==> src/design/che_pkg.sv <==
// ----------------------------------------------------------------------------
// che_pkg
// Shared types and constants for the coinbase height extractor.
// ----------------------------------------------------------------------------
package che_pkg;

  localparam logic [7:0] FF_BYTE = 8'hff;

  // height length codes that widen the field past 16 bits
  localparam logic [7:0] HLEN_3 = 8'd3;
  localparam logic [7:0] HLEN_4 = 8'd4;

  localparam logic [2:0] NEED_2 = 3'd2;
  localparam logic [2:0] NEED_3 = 3'd3;
  localparam logic [2:0] NEED_4 = 3'd4;

  typedef enum logic [5:0] {
    PH_SEEK  = 6'b000001,
    PH_RUN   = 6'b000010,
    PH_HLEN  = 6'b000100,
    PH_FIELD = 6'b001000,
    PH_DONE  = 6'b010000,
    PH_FAIL  = 6'b100000
  } phase_t;

  // one registered input word
  typedef struct packed {
    logic [7:0] data;
    logic       last;
  } in_word_t;

  // one result word
  typedef struct packed {
    logic [31:0] height;
    logic        found;
  } result_t;

endpackage

==> src/design/coinbase_height_extractor_top.sv <==
// ----------------------------------------------------------------------------
// coinbase_height_extractor_top
// Block height extraction from a coinbase byte stream.
// ----------------------------------------------------------------------------
// Takes one coinbase byte per cycle, with no gaps required between coinbases.
// Each byte passes an input register and then a single parse-state update;
// the result of a coinbase is loaded into the output register as its last
// byte leaves the input register. A full output register blocks only a stream's
// last byte; other bytes keep flowing. height is 0 whenever found is 0.
module coinbase_height_extractor_top #(
  parameter int HEADER_SKIP = 32,
  parameter int SCAN_WINDOW = 128
) (
  input  logic        clk,
  input  logic        rst,
  input  logic        in_valid,
  output logic        in_ready,
  input  logic [7:0]  data_byte,
  input  logic        last_byte,
  output logic        out_valid,
  input  logic        out_ready,
  output logic [31:0] height,
  output logic        found
);
  import che_pkg::*;

  in_word_t word;
  result_t  res;
  logic     word_valid;
  logic     can_load;
  logic     adv;

  // hold a last byte while the result register is still full
  assign adv = word_valid && (!word.last || can_load);

  che_in_stage u_in (
    .clk        (clk),
    .rst        (rst),
    .in_valid   (in_valid),
    .in_ready   (in_ready),
    .data_byte  (data_byte),
    .last_byte  (last_byte),
    .adv        (adv),
    .word_valid (word_valid),
    .word       (word)
  );

  che_parser #(
    .HEADER_SKIP (HEADER_SKIP),
    .SCAN_WINDOW (SCAN_WINDOW)
  ) u_parser (
    .clk  (clk),
    .rst  (rst),
    .adv  (adv),
    .word (word),
    .res  (res)
  );

  che_out_reg u_out (
    .clk       (clk),
    .rst       (rst),
    .load      (adv && word.last),
    .res       (res),
    .can_load  (can_load),
    .out_valid (out_valid),
    .out_ready (out_ready),
    .height    (height),
    .found     (found)
  );

  a_zero_height: assert property (@(posedge clk) disable iff (rst)
    out_valid && !found |-> height == 32'd0)
    else $error("nonzero height without found");

  a_last_load: assert property (@(posedge clk) disable iff (rst)
    adv && word.last |=> out_valid)
    else $error("result lost after last byte");

  a_no_drop: assert property (@(posedge clk) disable iff (rst)
    word_valid && word.last && !can_load |-> !adv)
    else $error("last byte advanced into a full result register");

endmodule

==> src/design/che_in_stage.sv <==
// ----------------------------------------------------------------------------
// che_in_stage
// Input register: holds one accepted byte until the parser consumes it.
// ----------------------------------------------------------------------------
module che_in_stage (
  input  logic              clk,
  input  logic              rst,
  input  logic              in_valid,
  output logic              in_ready,
  input  logic [7:0]        data_byte,
  input  logic              last_byte,
  input  logic              adv,
  output logic              word_valid,
  output che_pkg::in_word_t word
);
  import che_pkg::*;

  assign in_ready = !word_valid || adv;

  always_ff @(posedge clk) begin
    if (rst) begin
      word_valid <= 1'b0;
    end else if (in_ready) begin
      word_valid <= in_valid;
    end
  end

  always_ff @(posedge clk) begin
    if (in_valid && in_ready) begin
      word.data <= data_byte;
      word.last <= last_byte;
    end
  end

endmodule

==> src/design/che_parser.sv <==
// ----------------------------------------------------------------------------
// che_parser
// Running parse state: window tracking, ff-run search, height field capture.
// ----------------------------------------------------------------------------
module che_parser #(
  parameter int HEADER_SKIP = 32,
  parameter int SCAN_WINDOW = 128
) (
  input  logic              clk,
  input  logic              rst,
  input  logic              adv,
  input  che_pkg::in_word_t word,
  output che_pkg::result_t  res
);
  import che_pkg::*;

  localparam int WIN_END = HEADER_SKIP + SCAN_WINDOW;
  localparam int OFS_W   = $clog2(WIN_END + 1);

  logic [OFS_W-1:0] byte_offset, byte_offset_next;
  phase_t           parse_phase, parse_phase_next;
  logic [1:0]       ff_run_length, ff_run_length_next;
  logic [7:0]       height_length, height_length_next;
  logic [31:0]      height_accum, height_accum_next;
  logic [2:0]       field_byte_index, field_byte_index_next;
  logic             in_win;
  logic [2:0]       need;

  assign in_win = (byte_offset >= OFS_W'(HEADER_SKIP)) && (byte_offset < OFS_W'(WIN_END));
  assign need   = (height_length == HLEN_4) ? NEED_4 :
                  (height_length == HLEN_3) ? NEED_3 : NEED_2;

  always_comb begin
    parse_phase_next      = parse_phase;
    ff_run_length_next    = ff_run_length;
    height_length_next    = height_length;
    height_accum_next     = height_accum;
    field_byte_index_next = field_byte_index;
    byte_offset_next      = byte_offset;
    if (byte_offset < OFS_W'(WIN_END)) begin
      byte_offset_next = byte_offset + 1'b1;
    end
    if (in_win) begin
      unique case (parse_phase)
        PH_SEEK: begin
          if (word.data == FF_BYTE) begin
            ff_run_length_next = 2'd1;
            parse_phase_next   = PH_RUN;
          end
        end
        PH_RUN: begin
          if (word.data == FF_BYTE) begin
            if (ff_run_length < 2'd2) ff_run_length_next = ff_run_length + 2'd1;
          end else begin
            // the byte ending the run is the skipped length byte
            parse_phase_next = (ff_run_length >= 2'd2) ? PH_HLEN : PH_FAIL;
          end
        end
        PH_HLEN: begin
          height_length_next    = word.data;
          field_byte_index_next = 3'd0;
          parse_phase_next      = PH_FIELD;
        end
        PH_FIELD: begin
          height_accum_next = height_accum |
                              (32'(word.data) << {field_byte_index[1:0], 3'b000});
          field_byte_index_next = field_byte_index + 3'd1;
          if (field_byte_index + 3'd1 >= need) parse_phase_next = PH_DONE;
        end
        PH_DONE, PH_FAIL: begin
        end
        default: begin
        end
      endcase
    end
  end

  assign res.found  = (parse_phase_next == PH_DONE);
  assign res.height = res.found ? height_accum_next : 32'd0;

  always_ff @(posedge clk) begin
    if (rst || (adv && word.last)) begin
      byte_offset      <= '0;
      parse_phase      <= PH_SEEK;
      ff_run_length    <= 2'd0;
      height_length    <= 8'd0;
      height_accum     <= 32'd0;
      field_byte_index <= 3'd0;
    end else if (adv) begin
      byte_offset      <= byte_offset_next;
      parse_phase      <= parse_phase_next;
      ff_run_length    <= ff_run_length_next;
      height_length    <= height_length_next;
      height_accum     <= height_accum_next;
      field_byte_index <= field_byte_index_next;
    end
  end

  a_restart: assert property (@(posedge clk) disable iff (rst)
    adv && word.last |=> parse_phase == PH_SEEK && byte_offset == '0)
    else $error("parse state not cleared after last byte");

  a_offset_sat: assert property (@(posedge clk) disable iff (rst)
    byte_offset <= OFS_W'(WIN_END))
    else $error("byte offset past window end");

  a_field_idx: assert property (@(posedge clk) disable iff (rst)
    parse_phase == PH_FIELD |-> field_byte_index < NEED_4)
    else $error("height field index overran");

  a_hold: assert property (@(posedge clk) disable iff (rst)
    !adv |=> $stable(parse_phase) && $stable(height_accum))
    else $error("parse state moved without a byte");

endmodule

==> src/design/che_out_reg.sv <==
// ----------------------------------------------------------------------------
// che_out_reg
// Result register: holds one result word until the consumer takes it.
// ----------------------------------------------------------------------------
module che_out_reg (
  input  logic             clk,
  input  logic             rst,
  input  logic             load,
  input  che_pkg::result_t res,
  output logic             can_load,
  output logic             out_valid,
  input  logic             out_ready,
  output logic [31:0]      height,
  output logic             found
);
  import che_pkg::*;

  assign can_load = !out_valid || out_ready;

  always_ff @(posedge clk) begin
    if (rst) begin
      out_valid <= 1'b0;
    end else if (can_load) begin
      out_valid <= load;
    end
  end

  always_ff @(posedge clk) begin
    if (load && can_load) begin
      height <= res.height;
      found  <= res.found;
    end
  end

endmodule

==> config.mk <==
export PLATFORM = sky130hd
export DESIGN_NAME = coinbase_height_extractor_top
export DESIGN_NICKNAME = d
export VERILOG_FILES = /design/src/design/che_pkg.sv /design/src/design/coinbase_height_extractor_top.sv /design/src/design/che_in_stage.sv /design/src/design/che_parser.sv /design/src/design/che_out_reg.sv
export SDC_FILE = /design/constraint.sdc
export NUM_CORES = 1
export LEC_CHECK = 0
export ABC_AREA = 1
export ABC_CLOCK_PERIOD_IN_PS = 4810
export BUFFER_PORTS_ARGS = -buffer_cell sky130_fd_sc_hd__buf_2
export CAP_MARGIN = 20
export CORE_ASPECT_RATIO = 0.9
export CORE_MARGIN = 1
export CORE_UTILIZATION = 50
export DETAILED_ROUTE_END_ITERATION = 6
export GPL_TIMING_DRIVEN = 0
export PLACE_DENSITY = 0.81
export SLEW_MARGIN = 20
export SYNTH_ARGS = -nofsm -noshare
export SYNTH_HDL_FRONTEND = slang
export SYNTH_SLANG_ARGS = --single-unit
export TNS_END_PERCENT = 1
==> constraint.sdc <==
create_clock -name clk -period 4.81 [get_ports clk]
set_clock_uncertainty 0.1 [all_clocks]
set_input_delay 0.962 -clock clk [delete_from_list [all_inputs] [get_ports clk]]
set_output_delay 0.962 -clock clk [all_outputs]
set_load 0.01 [all_outputs]
==> flow_metrics.env, run 1 <==
export IMPL_yosysMostFrequentCell="nor2_1"
export IMPL_cts_resized=0
export IMPL_ys_warn_count=0
export IMPL_tritoncts="built"
export IMPL_relSlewSlack_pct=52.48
export IMPL_hold_buffers=0
export IMPL_dieArea_um2=9035
export IMPL_coreArea_um2=8223
export IMPL_layout_min_cycle_time_ns=2.531
export IMPL_critPathMaxFanout=3
export IMPL_synth_yosys_seq_area_share_pct=57.34
export IMPL_die_y_um=90.28
export IMPL_yosysUniqueCellTypes=27
export IMPL_initial_utilization_pct=52.65
export IMPL_synth_nets=518
export IMPL_power_density_nw_per_um2=310.5
export IMPL_antenna_found_initial=0
export IMPL_post_cts_buffers=0
export IMPL_post_route_period_util_pct=52.63
export IMPL_criticalPathCategory="in -> out"
export IMPL_path_cells="buf_2 -> nor2_2 -> nand3_1 -> buf_2"
export IMPL_wl_per_cell_um=12.79
export IMPL_async_reset_ff_share_pct=0
export IMPL_grt_pass1_vias=3238
export IMPL_synth_top_area_share_pct=29.13
export IMPL_register_area_um2=2482
export IMPL_worst_slew_pin_slew_ns=0.7117
export IMPL_dp_hpwl_um=6193
export IMPL_cp_common_cell="buf_2"
export IMPL_final_setup_tns_ns=0
export IMPL_r2r_slack_ns=2.48
export IMPL_nets=576
export IMPL_r2r_start="u_parser.height_length[2]$_SDFFE_PP0P_"
export IMPL_placementRows=31
export IMPL_cp_top_family="buffers and inverters"
export IMPL_hold_end="u_parser.byte_offset[7]$_SDFFE_PP0P_"
export IMPL_io_pins=48
export IMPL_worst_path_buf_inv=2
export IMPL_cp_num_cells=4
export IMPL_fmax_mhz=395.1
export IMPL_htreeDepth=3
export IMPL_r2r_cells=15
export IMPL_grt_start_max_net_pins=35
export IMPL_synth_commonest_cells="nor2_1 (81), nand2_1 (67), dfxtp_1 (61)"
export IMPL_die_w_um=100.1
export IMPL_synth_area_leader_cell="edfxtp_1"
export IMPL_ys_ff_latch=103
export IMPL_ant_nets=0
export IMPL_syn_to_final_growth_pct=12.92
export IMPL_cap_violations=0
export IMPL_min_from="u_parser.byte_offset[7]$_SDFFE_PP0P_"
export IMPL_outcome="finished, final reports clean"
export IMPL_critPathRequiredTime_ns=3.75
export IMPL_cts_root_buf="clkbuf_8"
export IMPL_r2r_end="u_out.height[4]$_SDFFCE_PP0P_"
export IMPL_ir_drop_mv=0.1558
export IMPL_arrival_ns=1.47
export IMPL_gp_congestion=0.9116
export IMPL_routed_wl_um=8671
export IMPL_finish_utilization_pct=59.45
export IMPL_holdPathStages=2
export IMPL_clkSinkCount=103
export IMPL_syn_area_um2=4329
export IMPL_synth_edf_count=42
export IMPL_layout_drive_gt1_share_pct=18.65
export IMPL_leakage_nw=1.966
export IMPL_syn_inst=500
export IMPL_startpoint_type="primary input"
export IMPL_finalSetupViolations=0
export IMPL_hold_slack_ns=0.3820
export IMPL_vias_per_cell=5.075
export IMPL_numCtsBuffers=9
export IMPL_timing_final_max_slew_violations=0
export IMPL_multiInputGateArea_um2=1500
export IMPL_slowest_stage="buf_2"
export IMPL_drt_pass1_iter_count=5
export IMPL_path_clk_slew_ns=0.09
export IMPL_port_buffer_count=47
export IMPL_max_stage_delay_ns=0.16
export IMPL_synth_area_per_cell_um2=8.658
export IMPL_finalHoldViolCount=0
export IMPL_grt_pass1_wl_um=14930
export IMPL_hold_class="reg -> reg"
export IMPL_track_usage_pct=21.10
export IMPL_synth_ff_type="dfxtp_1"
export IMPL_rsz0062_at_grt="false"
export IMPL_grt_ovfl_total=0
export IMPL_synthTopCellsByArea="edfxtp_1 (29%), dfxtp_1 (28%), nor2_1 (7.0%)"
export IMPL_route_detailed_drc=0
export IMPL_vias=3441
export IMPL_clk_latency_ns=0.37
export IMPL_drtIter0Drc=206
export IMPL_critical_path_endpoint_type="output pin"
export IMPL_cts_path_max_buffers=2
export IMPL_fillers=727
export IMPL_diodes=0
==> worst max-delay path by stage <==
| stage | start | to |
|---|---|---|
| floorplan | out_ready | u_out.found$_DFFE_PP_ |
| global placement | out_ready | u_out.height[1]$_SDFFCE_PP0P_ |
| detailed placement | out_ready | u_parser.height_accum[8]$_SDFFE_PP0P_ |
| CTS | out_ready | in_ready |
| global route | out_ready | u_parser.height_accum[14]$_SDFFE_PP0P_ |
| finish | out_ready | in_ready |
==> metal layers <==
| layer | GRT usage, % | vias up | wire (um) |
|---|---|---|---|
| li1 | - | 1746 | - |
| met1 | 29.51 | 1565 | 4199 |
| met2 | 32.99 | 120 | 3869 |
| met3 | 3.870 | 10 | 470 |
| met4 | 7.367 | 0 | 130 |
| met5 | 0 | - | 0 |
==> flip-flops by register name (all words and copies together), names as in the netlist <==
name                       count
u_in.word                      9
u_parser.byte_offset           8
u_parser.ff_run_length         2
u_parser.field_byte_index      3
u_parser.height_length         8
u_parser.parse_phase           6
u_out.found                    1
u_parser.height_accum         32
u_out.out_valid                1
u_out.height                  32
u_in.word_valid                1
==> stage by stage <==
| step | power (mW) | std cells | instance area (um^2) | setup WS (ns) |
|---|---|---|---|---|
| detailed placement | 1.029 | 662 | 4708 | 2.033 |
| finish | 1.518 | 678 | 4888 | 2.279 |
| global placement | 1.026 | 662 | 4708 | 1.959 |
| floorplan | 1.000 | 500 | 4329 | 2.364 |
| global route | 1.572 | 678 | 4888 | 2.179 |
| CTS | 1.521 | 678 | 4888 | 2.277 |
==> worst min-delay path, delay by kind of cell (launching register included) <==
kind	cells	cell delay, ns
buf+inv	1	0.06
compound gates	1	0.06
flops	1	0.32
==> area by class of cell <==
cell class	count	area share [%]
well taps	115	2.943
plain buffers	17	2.099
multi-input cells	315	30.69
inverters	65	4.991
flip-flops and latches	103	50.78
clock buffers	10	2.611
repair buffers	47	4.812
clock inverters	6	1.075
==> logic make-up after synthesis <==
| logic type | count (synthesis) | share of synthesized area (%) |
|---|---|---|
| compound gates | 117 | 14.08 |
| fa+ha+maj | 5 | 1.445 |
| buf+inv | 82 | 8.006 |
| flops | 103 | 57.34 |
| simple gates | 193 | 19.13 |
==> where the power goes <==
part	internal [mW]	switching, mW	total, mW	leakage, nW
Sequential	0.920	0.00845	0.929	0.897
Combinational	0.0246	0.0561	0.0807	0.984
Clock	0.197	0.312	0.509	0.0854
==> placed cells by master, fill, tap and decap left out <==
cell        instances
clkbuf_8            9
inv_6               2
clkinv_4            1
nand4_1             2
inv_8               1
nor3_1              5
a21oi_1            55
o21ai_0            53
a211oi_1            1
inv_2               7
inv_1              58
o211ai_1            2
nand2_1            67
a21oi_2             1
nor3b_1             2
buf_6               3
clkbuf_1            8
o2111ai_1           1
a31oi_1             1
clkinvlp_4          2
dfxtp_1            61
nand3_4             1
nor2_2             19
nor2_1             81
edfxtp_1           42
ha_1                5
buf_2              51
nand2_2             3
buf_4               3
nand3_1            13
o21ai_1             1
o21ai_2             2
Power figures use the tool's default switching activity.
==> run 2, diff against run 1 <==
--- a/config.mk
+++ b/config.mk
@@ -5,8 +5,8 @@
 export SDC_FILE = /design/constraint.sdc
 export NUM_CORES = 1
 export LEC_CHECK = 0
-export ABC_AREA = 1
-export ABC_CLOCK_PERIOD_IN_PS = 4810
+export ABC_AREA = 0
+export ABC_CLOCK_PERIOD_IN_PS = 2100
 export BUFFER_PORTS_ARGS = -buffer_cell sky130_fd_sc_hd__buf_2
 export CAP_MARGIN = 20
 export CORE_ASPECT_RATIO = 0.9
@@ -14,7 +14,7 @@
 export CORE_UTILIZATION = 50
 export DETAILED_ROUTE_END_ITERATION = 6
 export GPL_TIMING_DRIVEN = 0
-export PLACE_DENSITY = 0.81
+export PLACE_DENSITY = 0.83
 export SLEW_MARGIN = 20
 export SYNTH_ARGS = -nofsm -noshare
 export SYNTH_HDL_FRONTEND = slang
==> constraint.sdc (replaced) <==
create_clock -name clk -period 2.1 [get_ports clk]
set_clock_uncertainty 0.1 [all_clocks]
set_input_delay 0.42 -clock clk [delete_from_list [all_inputs] [get_ports clk]]
set_output_delay 0.42 -clock clk [all_outputs]
set_load 0.01 [all_outputs]
==> flow_metrics.env, run 2 <==
export IMPL_grt_ovfl_total=0
export IMPL_yosysMostFrequentCell="nor2_1"
export IMPL_synth_area_per_cell_um2=10.11
export IMPL_vias_per_cell=5.686
export IMPL_fmax_mhz=347.7
export IMPL_tritoncts="built"
export IMPL_hold_slack_ns=0.1154
export IMPL_io_pins=48
export IMPL_min_from="data_byte[3]"
export IMPL_synth_yosys_seq_area_share_pct=57.24
export IMPL_rsz0062_at_grt="true"
export IMPL_ant_nets=0
export IMPL_synthMuxAreaShare_pct=2.308
export IMPL_diodes=0
export IMPL_vias=3457
export IMPL_ys_warn_count=0
export IMPL_ir_drop_mv=0.4410
export IMPL_async_reset_ff_share_pct=0
export IMPL_timing_final_max_slew_violations=0
export IMPL_place_inst=591
export IMPL_layoutNonFillerInstCount=608
export IMPL_final_setup_tns_ns=-28.22
export IMPL_r2r_end="u_out.height[11]$_SDFFCE_PP0P_"
export IMPL_grt_pass1_wl_um=15810
export IMPL_die_w_um=100.2
export IMPL_syn_inst=429
export IMPL_layout_drive_gt1_share_pct=28.60
export IMPL_synth_top_area_share_pct=29.08
export IMPL_die_y_um=90.35
export IMPL_critical_path_endpoint_type="flop"
export IMPL_slowest_stage="or4_1"
export IMPL_r2r_slack_ns=-0.78
export IMPL_synth_ff_type="dfxtp_1"
export IMPL_finalSetupViolations=67
export IMPL_r2r_start="u_parser.height_length[4]$_SDFFE_PP0P_"
export IMPL_ys_ff_latch=103
export IMPL_dieArea_um2=9050
export IMPL_antenna_found_initial=0
export IMPL_cts_root_buf="clkbuf_8"
export IMPL_track_usage_pct=22.75
export IMPL_path_clk_slew_ns=0.10
export IMPL_relSlewSlack_pct=41.18
export IMPL_holdPathStages=1
export IMPL_synth_top_family_by_area="simple AND/OR/NAND/NOR gates"
export IMPL_drtIter0Drc=339
export IMPL_leakage_nw=1.852
export IMPL_critPathRequiredTime_ns=2.23
export IMPL_synth_commonest_cells="nor2_1 (69), dfxtp_1 (61), edfxtp_1 (42)"
export IMPL_largestRegisters="u_out.height x32, u_parser.height_accum x32, u_in.word x9"
export IMPL_cts_path_max_buffers=2
export IMPL_finalWorstSetupSlack_ns=-0.7758
export IMPL_criticalPathCategory="reg -> reg"
export IMPL_htreeDepth=3
export IMPL_synth_edf_count=42
export IMPL_synth_compound_area_share_pct=13.27
export IMPL_synthTopCellsByArea="edfxtp_1 (29%), dfxtp_1 (28%), nor2_1 (6.0%)"
export IMPL_placementRows=31
export IMPL_port_buffer_count=47
export IMPL_outcome="finished with violations"
export IMPL_finalHoldViolCount=0
export IMPL_power_density_nw_per_um2=660.0
export IMPL_post_route_period_util_pct=136.9
export IMPL_gp_congestion=0.9513
export IMPL_dp_hpwl_um=6407
export IMPL_yosysUniqueCellTypes=48
export IMPL_layout_min_cycle_time_ns=2.876
export IMPL_critPathMaxFanout=10
export IMPL_synth_nets=447
export IMPL_mostFrequentLayoutCell="nor2_1"
export IMPL_drt_pass1_iter_count=5
export IMPL_syn_to_final_growth_pct=17.60
export IMPL_hold_end="u_in.word[4]$_DFFE_PP_"
export IMPL_r2r_cells=10
export IMPL_path_cells="or4_1 -> nor3_2 -> ha_1 -> nor3b_2 -> o211ai_1 -> a31oi_1 -> a211oi_2 -> nand4_4 -> buf_6 -> nor2_2"
export IMPL_cap_violations=0
export IMPL_clk_latency_ns=0.37
export IMPL_max_stage_delay_ns=0.52
export IMPL_arrival_ns=3.01
export IMPL_worst_slew_pin_slew_ns=0.8782
export IMPL_route_detailed_drc=0
export IMPL_final_cell_mix="nor2_1 (66), dfxtp_1 (59), buf_2 (58), edfxtp_1 (42), a31oi_1 (38)"
export IMPL_routed_wl_um=9717
export IMPL_startpoint_type="flop"
export IMPL_grt_pass1_vias=3334
export IMPL_initial_utilization_pct=52.74
export IMPL_synth_adder_area_share_pct=1.443
export IMPL_failed_checks="setup timing"
export IMPL_worst_path_buf_inv=1
export IMPL_nets=506
export IMPL_finalPower_mw=3.366
export IMPL_grt_start_max_net_pins=19
export IMPL_cp_top_family="simple AND/OR/NAND/NOR gates"
export IMPL_hold_class="in -> reg"
export IMPL_synth_area_leader_cell="edfxtp_1"
export IMPL_coreArea_um2=8223
export IMPL_clkSinkCount=103
export IMPL_numCtsBuffers=9
export IMPL_synth_xor_area_share_pct=1.212
export IMPL_syn_area_um2=4337
export IMPL_yosys_area_share_simple_pct=20.31
export IMPL_wl_per_cell_um=15.98
run 2: changes by cell type after synthesis, moves of 7 or more:
| cell | previous run | this run |
|---|---|---|
| nand3_1 | 13 | 5 |
| nand2_1 | 67 | 16 |
| nor2_2 | 19 | 29 |
| inv_1 | 59 | 6 |
| buf_2 | 4 | 11 |
| mux2i_1 | 0 | 10 |
| a31oi_1 | 1 | 38 |
| clkbuf_1 | 7 | 18 |
| nor2_1 | 81 | 69 |
| o21ai_0 | 53 | 8 |
| a21oi_1 | 55 | 37 |
run 2: worst max-delay path by stage:
stage	from	to	slack (ns)	cells past startpoint
after global routing	u_parser.height_length[3]$_SDFFE_PP0P_	u_out.height[12]$_SDFFCE_PP0P_	-0.91	10
after global placement	out_ready	u_parser.height_accum[31]$_SDFFE_PP0P_	-1.24	9
after floorplan	u_parser.height_length[3]$_SDFFE_PP0P_	u_out.height[31]$_SDFFCE_PP0P_	-0.46	10
final	u_parser.height_length[4]$_SDFFE_PP0P_	u_out.height[11]$_SDFFCE_PP0P_	-0.78	10
after CTS	u_parser.height_length[3]$_SDFFE_PP0P_	u_out.height[11]$_SDFFCE_PP0P_	-0.77	10
after detailed placement	out_ready	u_parser.byte_offset[0]$_SDFFE_PP0P_	-1.32	9
run 2: cells by family (layout without fill, tap and decap cells):
kind of cell,after synthesis,in the layout
xor gates and xnor gates,6,6
DFF,103,103
adders and majority gates,5,5
AOI/OAI and AO/OA,97,97
muxes,10,10
buffers and inverters,39,102
and+or+nand+nor,169,170
run 2: cell type report:
class	count	area, um^2
Buffer	32	269.0
Sequential cell	103	2487
Inverter	7	26.28
Clock inverter	7	48.80
Tap cell	115	143.9
Timing Repair Buffer	47	235.2
Multi-Input combinational cell	288	1765
Clock buffer	9	123.9
Fill cell	678	3123
run 2: power breakdown:
group	internal, mW	switching, mW	total, mW
Clock	0.430	0.671	1.10
Sequential	2.09	0.00965	2.10
Combinational	0.0562	0.110	0.166
run 2: per-layer routing:
| layer | part of all wire, % | vias to the layer above | GRT usage (%) | wire, um |
|---|---|---|---|---|
| met5 | 0 | - | 0 | 0 |
| met4 | 2.9 | 0 | 11.59 | 284 |
| met3 | 8.0 | 30 | 5.418 | 782 |
| met2 | 47 | 172 | 36.07 | 4579 |
| met1 | 42 | 1601 | 28.87 | 4071 |
| li1 | - | 1654 | - | - |
run 2: metrics by stage:
stage / utilization (%) / area (um^2) / setup WS (ns)
floorplan: - / 4362 / -0.4570
global placement: 57.65 / 4741 / -1.244
detailed placement: 57.65 / 4741 / -1.317
CTS: 61.66 / 5070 / -0.7705
global route: 62.02 / 5100 / -0.9081
finish: 62.02 / 5100 / -0.7758
run 2: repair_timing:
item,4_1_cts,5_1_grt
endpoints found under the hold margin,0,0
resized for setup,39,18
hold buffers,0,0
cloned,1,0
setup buffers,0,0
pin swaps,8,2
endpoints found under the setup margin,125,89
